--- src/sv/pavg_pkg.sv ---
package pavg_pkg;

    // field widths fixed by the register map and the beat formats
    localparam int SCALE_W = 22;
    localparam int DIV_W   = 24;
    localparam int THR_W   = 16;
    localparam int MUX_W   = 24;
    localparam int PWR_W   = 16;
    localparam int SUM_W   = 32;
    localparam int SCAN_W  = 16;
    localparam int GAIN_W  = 8;
    localparam int CHAN_W  = 3;
    localparam int SEL_W   = 3;
    localparam int DATA_W  = 32;
    localparam int ADDR_W  = 5;

    // register reset values
    localparam logic [SCALE_W-1:0] SCALE_RST = '0;
    localparam logic [DIV_W-1:0]   DIV_RST   = DIV_W'(1);
    localparam logic [THR_W-1:0]   UP_RST    = '0;
    localparam logic [THR_W-1:0]   DOWN_RST  = '1;
    localparam logic [MUX_W-1:0]   MUX_RST   = MUX_W'(14423269);

    // largest scan count before the counter folds back to one
    localparam logic [SCAN_W-1:0]  SCAN_FOLD = SCAN_W'(65534);

    // register indexes (byte address / 4)
    typedef enum logic [2:0] {
        REG_SCALE = 3'd0,
        REG_DIV_HI = 3'd1,
        REG_DIV_LO = 3'd2,
        REG_UP     = 3'd3,
        REG_DOWN   = 3'd4,
        REG_MUX    = 3'd5
    } t_reg_idx;

    // item and beat codes
    localparam logic CMD_SAMPLE = 1'b0;
    localparam logic CMD_READ   = 1'b1;
    localparam logic KIND_STEP  = 1'b0;
    localparam logic KIND_FRAME = 1'b1;

    // configuration seen by the datapath
    typedef struct packed {
        logic [SCALE_W-1:0] scale_numerator;
        logic [DIV_W-1:0]   divisor_high_gain;
        logic [DIV_W-1:0]   divisor_low_gain;
        logic [THR_W-1:0]   switch_up_threshold;
        logic [THR_W-1:0]   switch_down_threshold;
        logic [MUX_W-1:0]   mux_map;
    } t_cfg;

endpackage

--- src/sv/pavg_div.sv ---
module pavg_div #(
    parameter int N_W = 33,
    parameter int D_W = 24
) (
    input  logic           i_clk,
    input  logic           i_rst_n,
    input  logic           i_start,
    input  logic [N_W-1:0] i_dividend,
    input  logic [D_W-1:0] i_divisor,
    output logic           o_done,
    output logic [N_W-1:0] o_quotient
);

    localparam int CNT_W = $clog2(N_W + 1);

    logic             r_busy;
    logic             r_done;
    logic [CNT_W-1:0] r_cnt;
    logic [N_W-1:0]   r_num;
    logic [D_W-1:0]   r_rem;
    logic [D_W-1:0]   r_den;

    logic [D_W:0]   shifted;
    logic [D_W+1:0] diff;
    logic           qbit;

    // one restoring step: bring down the next dividend bit and try the divisor
    always_comb begin
        shifted = {r_rem, r_num[N_W-1]};
        diff    = {1'b0, shifted} - {2'b00, r_den};
        qbit    = ~diff[D_W+1];
    end

    // quotient bits shift into the dividend register as its bits are consumed
    always_ff @(posedge i_clk) begin
        if (!i_rst_n) begin
            r_busy <= 1'b0;
            r_done <= 1'b0;
            r_cnt  <= '0;
        end else begin
            r_done <= 1'b0;
            if (i_start) begin
                r_busy <= 1'b1;
                r_cnt  <= CNT_W'(N_W);
                r_num  <= i_dividend;
                r_rem  <= '0;
                r_den  <= i_divisor;
            end else if (r_busy) begin
                r_num <= {r_num[N_W-2:0], qbit};
                r_rem <= qbit ? diff[D_W-1:0] : shifted[D_W-1:0];
                r_cnt <= r_cnt - 1'b1;
                if (r_cnt == CNT_W'(1)) begin
                    r_busy <= 1'b0;
                    r_done <= 1'b1;
                end
            end
        end
    end

    assign o_done     = r_done;
    assign o_quotient = r_num;

endmodule

--- src/sv/pavg_cfg.sv ---
module pavg_cfg (
    input  logic                         i_clk,
    input  logic                         i_rst_n,
    input  logic                         psel,
    input  logic                         penable,
    input  logic                         pwrite,
    input  logic [pavg_pkg::ADDR_W-1:0]  paddr,
    input  logic [pavg_pkg::DATA_W-1:0]  pwdata,
    output logic [pavg_pkg::DATA_W-1:0]  prdata,
    output logic                         pready,
    output pavg_pkg::t_cfg               o_cfg
);
    import pavg_pkg::*;

    t_cfg     r_cfg;
    t_reg_idx idx;
    logic     wr_en;

    assign idx   = t_reg_idx'(paddr[ADDR_W-1:2]);
    assign wr_en = psel & penable & pwrite;

    // register writes, upper data bits dropped
    always_ff @(posedge i_clk) begin
        if (!i_rst_n) begin
            r_cfg.scale_numerator       <= SCALE_RST;
            r_cfg.divisor_high_gain     <= DIV_RST;
            r_cfg.divisor_low_gain      <= DIV_RST;
            r_cfg.switch_up_threshold   <= UP_RST;
            r_cfg.switch_down_threshold <= DOWN_RST;
            r_cfg.mux_map               <= MUX_RST;
        end else if (wr_en) begin
            case (idx)
                REG_SCALE:  r_cfg.scale_numerator       <= pwdata[SCALE_W-1:0];
                REG_DIV_HI: r_cfg.divisor_high_gain     <= pwdata[DIV_W-1:0];
                REG_DIV_LO: r_cfg.divisor_low_gain      <= pwdata[DIV_W-1:0];
                REG_UP:     r_cfg.switch_up_threshold   <= pwdata[THR_W-1:0];
                REG_DOWN:   r_cfg.switch_down_threshold <= pwdata[THR_W-1:0];
                REG_MUX:    r_cfg.mux_map               <= pwdata[MUX_W-1:0];
                default: begin
                end
            endcase
        end
    end

    // read back
    always_comb begin
        case (idx)
            REG_SCALE:  prdata = DATA_W'(r_cfg.scale_numerator);
            REG_DIV_HI: prdata = DATA_W'(r_cfg.divisor_high_gain);
            REG_DIV_LO: prdata = DATA_W'(r_cfg.divisor_low_gain);
            REG_UP:     prdata = DATA_W'(r_cfg.switch_up_threshold);
            REG_DOWN:   prdata = DATA_W'(r_cfg.switch_down_threshold);
            REG_MUX:    prdata = DATA_W'(r_cfg.mux_map);
            default:    prdata = '0;
        endcase
    end

    assign pready = 1'b1;
    assign o_cfg  = r_cfg;

endmodule

--- src/sv/multichannel_autorange_power_averager.sv ---
// channel   direction  handshake                   payload
// input     in         i_in_valid / o_in_stall     i_cmd, i_adc_sample
// output    out        o_out_valid / i_out_stall   o_kind .. o_last
// config    in/out     psel/penable/pwrite/pready  paddr, pwdata, prdata
//
// a sample item is scaled, divided on the bit-serial divider, then updates the
// gain; an item that closes a scan also adds every channel into its sum. a read
// item divides every channel sum by the scan count, then sends a frame beat per
// channel; it skips the divisions when no scan has completed. one item at a
// time: o_in_stall is high from acceptance until its last beat is in the output
// register. synchronous active-low reset clears all but payload and work regs.
module multichannel_autorange_power_averager #(
    parameter int CHANNELS    = 8,
    parameter int SAMPLE_BITS = 10
) (
    input  logic                          i_clk,
    input  logic                          i_rst_n,
    // item input
    input  logic                          i_in_valid,
    output logic                          o_in_stall,
    input  logic                          i_cmd,
    input  logic [SAMPLE_BITS-1:0]        i_adc_sample,
    // beat output
    output logic                          o_out_valid,
    input  logic                          i_out_stall,
    output logic                          o_kind,
    output logic [pavg_pkg::CHAN_W-1:0]   o_channel,
    output logic [pavg_pkg::SEL_W-1:0]    o_mux_select,
    output logic [pavg_pkg::GAIN_W-1:0]   o_gain_bits,
    output logic [pavg_pkg::PWR_W-1:0]    o_average_value,
    output logic [pavg_pkg::SCAN_W-1:0]   o_scan_total,
    output logic                          o_last,
    // configuration
    input  logic                          psel,
    input  logic                          penable,
    input  logic                          pwrite,
    input  logic [pavg_pkg::ADDR_W-1:0]   paddr,
    input  logic [pavg_pkg::DATA_W-1:0]   pwdata,
    output logic [pavg_pkg::DATA_W-1:0]   prdata,
    output logic                          pready
);
    import pavg_pkg::*;

    localparam int CH_W   = (CHANNELS > 1) ? $clog2(CHANNELS) : 1;
    localparam int PROD_W = SAMPLE_BITS + SCALE_W;
    localparam int NUM_W  = (PROD_W + 1 > SUM_W) ? PROD_W + 1 : SUM_W;
    localparam logic [CH_W-1:0] CH_LAST = CH_W'(CHANNELS - 1);

    typedef enum logic [3:0] {
        S_IDLE,
        S_MUL,
        S_DIV_GO,
        S_DIV_WAIT,
        S_GAIN,
        S_SCAN,
        S_ACC,
        S_STEP_OUT,
        S_RD_GO,
        S_RD_WAIT,
        S_RD_DONE,
        S_FRAME_OUT
    } t_state;

    t_cfg cfg;

    pavg_cfg u_cfg (
        .i_clk   (i_clk),
        .i_rst_n (i_rst_n),
        .psel    (psel),
        .penable (penable),
        .pwrite  (pwrite),
        .paddr   (paddr),
        .pwdata  (pwdata),
        .prdata  (prdata),
        .pready  (pready),
        .o_cfg   (cfg)
    );

    t_state                 r_state;
    logic [CH_W-1:0]        r_ch;
    logic [CH_W-1:0]        r_idx;
    logic [GAIN_W-1:0]      r_gain;
    logic [SCAN_W-1:0]      r_scan;
    logic                   r_clr;
    logic [PWR_W-1:0]       r_latest [CHANNELS];
    logic [SUM_W-1:0]       r_sum    [CHANNELS];
    logic [PWR_W-1:0]       r_frame  [CHANNELS];
    logic [SCAN_W-1:0]      r_frame_count;
    logic [GAIN_W-1:0]      r_frame_gain;
    logic [SAMPLE_BITS-1:0] r_sample;
    logic [PROD_W-1:0]      r_prod;

    logic                   r_out_valid;
    logic                   r_kind;
    logic [CHAN_W-1:0]      r_channel;
    logic [SEL_W-1:0]       r_mux_select;
    logic [GAIN_W-1:0]      r_gain_bits;
    logic [PWR_W-1:0]       r_average;
    logic [SCAN_W-1:0]      r_total;
    logic                   r_last;

    logic                   in_accept;
    logic                   out_free;
    logic                   out_load;
    logic [CH_W-1:0]        ch_next;
    logic [CH_W-1:0]        idx_next;
    logic [DIV_W-1:0]       div_raw;
    logic [DIV_W-1:0]       div_eff;
    logic                   div_start;
    logic [NUM_W-1:0]       div_dividend;
    logic [DIV_W-1:0]       div_divisor;
    logic                   div_done;
    logic [NUM_W-1:0]       div_quot;
    logic [PWR_W-1:0]       power_sat;
    logic [PWR_W-1:0]       latest_rd;

    assign in_accept = i_in_valid & ~o_in_stall;
    assign out_free  = ~r_out_valid | ~i_out_stall;
    assign out_load  = ((r_state == S_STEP_OUT) || (r_state == S_FRAME_OUT)) && out_free;
    assign ch_next   = (r_ch == CH_LAST) ? '0 : r_ch + 1'b1;
    assign idx_next  = r_idx + 1'b1;
    assign latest_rd = r_latest[r_idx];

    // divisor chosen by the gain of the sampled channel, zero acts as one
    assign div_raw = r_gain[r_ch] ? cfg.divisor_high_gain : cfg.divisor_low_gain;
    assign div_eff = (div_raw == '0) ? DIV_W'(1) : div_raw;

    // shared divider operands: rounded power, or channel sum over scan count
    always_comb begin
        if (r_state == S_RD_GO) begin
            div_dividend = NUM_W'(r_sum[r_idx]);
            div_divisor  = DIV_W'(r_scan);
        end else begin
            div_dividend = NUM_W'(r_prod) + NUM_W'(div_eff >> 1);
            div_divisor  = div_eff;
        end
    end

    assign div_start = (r_state == S_DIV_GO) || (r_state == S_RD_GO);
    assign power_sat = (|div_quot[NUM_W-1:PWR_W]) ? '1 : div_quot[PWR_W-1:0];

    pavg_div #(
        .N_W (NUM_W),
        .D_W (DIV_W)
    ) u_div (
        .i_clk      (i_clk),
        .i_rst_n    (i_rst_n),
        .i_start    (div_start),
        .i_dividend (div_dividend),
        .i_divisor  (div_divisor),
        .o_done     (div_done),
        .o_quotient (div_quot)
    );

    // sequencer, channel state and output register
    always_ff @(posedge i_clk) begin
        if (!i_rst_n) begin
            r_state       <= S_IDLE;
            r_ch          <= '0;
            r_idx         <= '0;
            r_gain        <= '0;
            r_scan        <= '0;
            r_clr         <= 1'b0;
            r_frame_count <= '0;
            r_frame_gain  <= '0;
            r_out_valid   <= 1'b0;
            for (int i = 0; i < CHANNELS; i++) begin
                r_latest[i] <= '0;
                r_sum[i]    <= '0;
                r_frame[i]  <= '0;
            end
        end else begin
            // new beat loaded, or beat taken downstream
            if (out_load) begin
                r_out_valid <= 1'b1;
            end else if (r_out_valid && !i_out_stall) begin
                r_out_valid <= 1'b0;
            end

            case (r_state)
                S_IDLE: begin
                    if (in_accept) begin
                        r_sample <= i_adc_sample;
                        if (i_cmd == CMD_READ) begin
                            r_idx   <= '0;
                            r_state <= (r_scan != '0) ? S_RD_GO : S_FRAME_OUT;
                        end else begin
                            r_idx   <= r_ch;
                            r_state <= S_MUL;
                        end
                    end
                end

                S_MUL: begin
                    r_prod  <= PROD_W'(r_sample) * PROD_W'(cfg.scale_numerator);
                    r_state <= S_DIV_GO;
                end

                S_DIV_GO: begin
                    r_state <= S_DIV_WAIT;
                end

                // store the power, then step to the next channel
                S_DIV_WAIT: begin
                    if (div_done) begin
                        r_latest[r_idx] <= power_sat;
                        r_ch            <= ch_next;
                        r_idx           <= ch_next;
                        r_state         <= S_GAIN;
                    end
                end

                // gain hysteresis on the newly selected channel
                S_GAIN: begin
                    if (!r_gain[r_ch]) begin
                        if (latest_rd < cfg.switch_up_threshold) begin
                            r_gain[r_ch] <= 1'b1;
                        end
                    end else if (latest_rd > cfg.switch_down_threshold) begin
                        r_gain[r_ch] <= 1'b0;
                    end
                    r_state <= (r_ch == '0) ? S_SCAN : S_STEP_OUT;
                end

                // scan closed: count it, and on a fold restart the counter at one and the sums
                S_SCAN: begin
                    if (r_scan == SCAN_FOLD) begin
                        r_scan <= SCAN_W'(1);
                        r_clr  <= 1'b1;
                    end else begin
                        r_scan <= r_scan + 1'b1;
                        r_clr  <= 1'b0;
                    end
                    r_idx   <= '0;
                    r_state <= S_ACC;
                end

                S_ACC: begin
                    r_sum[r_idx] <= (r_clr ? '0 : r_sum[r_idx]) + SUM_W'(latest_rd);
                    if (r_idx == CH_LAST) begin
                        r_state <= S_STEP_OUT;
                    end else begin
                        r_idx <= idx_next;
                    end
                end

                S_STEP_OUT: begin
                    if (out_free) begin
                        r_kind       <= KIND_STEP;
                        r_channel    <= CHAN_W'(r_ch);
                        r_mux_select <= cfg.mux_map[5'(3 * r_ch) +: SEL_W];
                        r_gain_bits  <= r_gain;
                        r_average    <= '0;
                        r_total      <= '0;
                        r_last       <= 1'b1;
                        r_state      <= S_IDLE;
                    end
                end

                // averaging: the sum is cleared as the divider takes it
                S_RD_GO: begin
                    r_sum[r_idx] <= '0;
                    r_state      <= S_RD_WAIT;
                end

                S_RD_WAIT: begin
                    if (div_done) begin
                        r_frame[r_idx] <= div_quot[PWR_W-1:0];
                        if (r_idx == CH_LAST) begin
                            r_state <= S_RD_DONE;
                        end else begin
                            r_idx   <= idx_next;
                            r_state <= S_RD_GO;
                        end
                    end
                end

                S_RD_DONE: begin
                    r_frame_count <= r_scan;
                    r_frame_gain  <= r_gain;
                    r_scan        <= '0;
                    r_idx         <= '0;
                    r_state       <= S_FRAME_OUT;
                end

                // one frame beat per channel
                S_FRAME_OUT: begin
                    if (out_free) begin
                        r_kind       <= KIND_FRAME;
                        r_channel    <= CHAN_W'(r_idx);
                        r_mux_select <= '0;
                        r_gain_bits  <= r_frame_gain;
                        r_average    <= r_frame[r_idx];
                        r_total      <= r_frame_count;
                        r_last       <= (r_idx == CH_LAST);
                        if (r_idx == CH_LAST) begin
                            r_state <= S_IDLE;
                        end else begin
                            r_idx <= idx_next;
                        end
                    end
                end

                default: begin
                    r_state <= S_IDLE;
                end
            endcase
        end
    end

    assign o_in_stall      = (r_state != S_IDLE);
    assign o_out_valid     = r_out_valid;
    assign o_kind          = r_kind;
    assign o_channel       = r_channel;
    assign o_mux_select    = r_mux_select;
    assign o_gain_bits     = r_gain_bits;
    assign o_average_value = r_average;
    assign o_scan_total    = r_total;
    assign o_last          = r_last;

endmodule

--- config.mk ---
export PLATFORM = sky130hd
export DESIGN_NAME = multichannel_autorange_power_averager
export DESIGN_NICKNAME = d
export VERILOG_FILES = /design/src/sv/pavg_pkg.sv /design/src/sv/pavg_div.sv /design/src/sv/pavg_cfg.sv /design/src/sv/multichannel_autorange_power_averager.sv
export SDC_FILE = /design/constraint.sdc
export NUM_CORES = 2
export LEC_CHECK = 0
export BUFFER_PORTS_ARGS = -buffer_cell sky130_fd_sc_hd__buf_2
export CORE_ASPECT_RATIO = 0.75
export CORE_MARGIN = 5
export CORE_UTILIZATION = 60
export DETAILED_ROUTE_END_ITERATION = 8
export PLACE_DENSITY = 0.77
export SYNTH_ARGS = -nofsm -noshare
export SYNTH_HDL_FRONTEND = slang
export SYNTH_HIERARCHICAL = 1
export SYNTH_SLANG_ARGS = --single-unit
--- constraint.sdc ---
create_clock -name i_clk -period 13.7 [get_ports i_clk]
set_input_delay 4.11 -clock i_clk [delete_from_list [all_inputs] [get_ports i_clk]]
set_output_delay 4.11 -clock i_clk [all_outputs]
set_load 0.1 [all_outputs]
==> impl_results.md <==
- Vias in the first global route: around 34000
- Post-layout min period: approximately 10 ns
- Post-synth ARST share: 0%
- Dpl ws: about 3.3 ns
- DRC Markers: 0
- Drt first pass iters: 8
- Detail Route Antenna Nets: 0
- CP Capture Type: output port
- Met2 WL: 58300 um
- Hold-fix buffers, CTS: 0
- FF+latch count, synth: 880
- GP Congestion: between 0.9 and 1
- IO Count: 138
- CTS tree: done
- Critical setup path kind: input port to output port
- Maximum clock frequency: ~96 MHz
- GRT Util Overall: between 20 and 30%
- Worst-skew pair later-pin latency: about 0.7 ns
- Crit-path max FO: between 40 and 50
- Prevailing post-synth register cell: edfxtp_1
- Slew of the pin with the lowest slew margin: ~1.4 ns
- Status: completed
- H-tree Lvls: 3
- Core Rows: slightly above 90
- Final setup vio count: 0
- Initial antenna violation count: 4
- Post-Syn Area: about 50000 sq um
- Post-synth EDFFs: 683
- Yosys warns: 6
- Power per cell area: 155 nW/um^2
- Critical-path cell list: buf_2 > nor2b_1 > and2_1 > a221o_1 > buf_2
- Largest net degree at the start of global routing: 92
- Leakage Power: approximately 22 nW
- Power Total: 8.40 mW
- Share of cells above drive strength 1: between 10% and 20%
- VDD IR max: around 0.12 mV
- Max Slew Vio Count: 0
- Setup TNS: 0 ns
- Period Utilization, post-route: 76.2%
- Critical path's largest stage delay: about 0.80 ns
- Die height: between 200 and 300 um
- Die ar.: between 80000 and 90000 sq um
- Core Region: about 82000 sq um
- Die Wd: around 340 um
- Cells after synthesis: between 4000 and 5000
- Vias per Instance: between 6 and 7
- Metal1 wirelength: around 55000 um
- DPL Wire Length: approximately 90000 um
- Met3 wire length: approximately 17000 um
- Clock buffer depth: 3
- Total routed wirelength: around 130000 um
- DR vias: between 30000 and 40000
- Cell mode on critical path: buf_2
- Wire length per cell: between 20 and 25 um
- Clk slew on worst S/H paths: about 0.060 ns
- Grt ovf: 0
- Synth-to-layout area growth: 8.32%
- Syn Area/Cell: roughly 11 sq um
- # clock sinks: between 800 and 900
- Setup Buffers After CTS: 0
- First-pass GRT wire length: 204000 um
- Max_cap viols: 0
- Setup WS post-layout: between 3 and 4 ns
- Worst path slowest cell: buf_2
- WP data required: 9.59 ns
- Final count of hold timing violations: 0
- RSZ-0062 raised after global routing: false
- Seq/Total Area, Yosys: roughly half
- DR top layer: met4
- Num CTS Buffers: 86
- Setup crit start kind: input port
- Root Driver: clkbuf_16
- Initial cell density of the core: between 60% and 70%
- Synth cell types: ~100
- Skew final: about 0.038 ns
- # port buffers: about 120
- Nets: around 4900
- Critical path data arrival time: 6.33 ns
- CTS resizes: 0
- Initial DRC count: 4797
- Hold Crit Class: register to register
- Relative slew slack: about 7.9%
-- flip-flops by register name (all words and copies together) (netlist names), 4 cells and up, named ones only --
signal,count
r_sum,256
r_frame,128
r_latest,128
u_cfg/o_cfg,126
u_div/o_quotient,33
r_prod,32
u_div/r_den,24
u_div/r_rem,24
o_average_value,16
o_scan_total,16
r_frame_count,16
r_scan,16
r_sample,10
o_gain_bits,8
r_frame_gain,8
u_div/r_cnt,6
r_state,4
-- worst paths after layout --
check / from / to / cells past startpoint / slack, ns
hold reg to reg: r_frame_count[0]$_SDFFE_PN0N_ / r_frame_count[0]$_SDFFE_PN0N_ / 2 / 0.46
hold / removal: r_frame_count[0]$_SDFFE_PN0N_ / r_frame_count[0]$_SDFFE_PN0N_ / 2 / 0.46
setup / recovery: paddr[2] / prdata[4] / 5 / 3.26
setup reg to reg: register / r_sum[4][26]$_SDFFCE_PN0P_ / 16 / 6.87
-- cell type report --
cell class	instances	area, sq um
timing repair buffer	176	1040
inverter	292	1100
antenna	4	10.0
multi-input combinational	3043	23400
clock inverter	44	478
clock buffer	111	2310
tap	1116	1400
sequential	880	24500
fill	6146	28200
-- kinds of logic after synthesis --
group           after synthesis  synth area share, %
xor+xnor                    109                 1.92
buf+inv                     545                 4.48
compound gates              575                 7.64
flops                       880                 48.9
simple gates               1622                 15.0
mux                         397                 11.4
fa+ha+maj                   331                 10.7
other cells                   2               0.0150
-- stage by stage --
step	utilization, %	cells	hold slack [ns]	area [sq um]
5_1_grt	65.7	5662	0.486	54200
4_1_cts	65.7	5662	0.462	54200
2_1_floorplan	-	4468	0.439	50100
3_5_place_dp	62.4	5507	0.453	51400
3_3_place_gp	62.4	5507	0.449	51400
6_report	65.8	5666	0.458	54200
-- metal layers --
layer / GRT usage, % / up-vias
met4: 7.87 / 0
met3: 8.32 / 222
met2: 44.3 / 2001
met5: 0 / -
met1: 43.8 / 17400
li1: - / 15700
-- layout by cell type, fill, tap and decap left out, types with 86 or more instances in the layout --
master       n
mux4_2     130
nor2_1     550
o21ai_0    107
buf_2      117
ha_1       170
inv_1      294
edfxtp_1   683
fa_1       161
clkbuf_16   86
mux2i_1    193
and2_1     262
dfxtp_1    193
nand2_1    497
a21oi_1    140
-- synthesized netlist by cell type, drive strengths merged (5+ instances only) --
| cell | instances | area share, % |
|---|---|---|
| edfxtp | 683 | 41 |
| nor2 | 554 | 4.2 |
| nand2 | 498 | 3.7 |
| inv | 292 | 2.2 |
| and2 | 263 | 3.3 |
| dfxtp | 197 | 7.9 |
| mux2i | 195 | 3.9 |
| clkbuf | 179 | 1.3 |
| ha | 170 | 4.3 |
| fa | 161 | 6.4 |
| a21oi | 143 | 1.5 |
| o21ai | 140 | 1.4 |
| mux4 | 130 | 5.9 |
| buf | 74 | 0.95 |
| mux2 | 72 | 1.6 |
| xnor2 | 69 | 1.2 |
| nor3 | 68 | 0.68 |
| nand3 | 63 | 0.64 |
| a21o | 41 | 0.62 |
| xor2 | 40 | 0.70 |
| nor2b | 39 | 0.49 |
| a21boi | 36 | 0.55 |
| nand2b | 29 | 0.38 |
| nand4 | 24 | 0.31 |
| a22oi | 21 | 0.32 |
| o211ai | 20 | 0.30 |
| o21a | 20 | 0.30 |
| o311ai | 20 | 0.35 |
| and3 | 18 | 0.23 |
| a31oi | 16 | 0.20 |
| a211oi | 15 | 0.23 |
| a221o | 13 | 0.26 |
| a221oi | 12 | 0.21 |
| nor4 | 12 | 0.15 |
| a2bb2oi | 11 | 0.19 |
| nor3b | 10 | 0.15 |
| or3 | 9 | 0.11 |
| o31ai | 8 | 0.12 |
| o22ai | 7 | 0.088 |
| o21bai | 6 | 0.090 |
| nand3b | 5 | 0.075 |
| o211a | 5 | 0.10 |
| or3b | 5 | 0.088 |
-- worst max-delay path: cells and delay by family --
| family | cells | cell delay, ns |
|---|---|---|
| and+or+nand+nor | 2 | 0.72 |
| buffers and inverters | 2 | 1.10 |
| AOI/OAI and AO/OA | 1 | 0.37 |
-- report_power, final --
| part | switching [mW] | total, mW | internal [mW] | leakage (nW) |
|---|---|---|---|---|
| clock | 1.05 | 2.38 | 1.33 | 1.36 |
| sequential | 0.252 | 3.44 | 3.19 | 8.53 |
| combinational | 1.66 | 2.58 | 0.914 | 12.2 |
No activity file was read; power rests on OpenSTA's default activity.
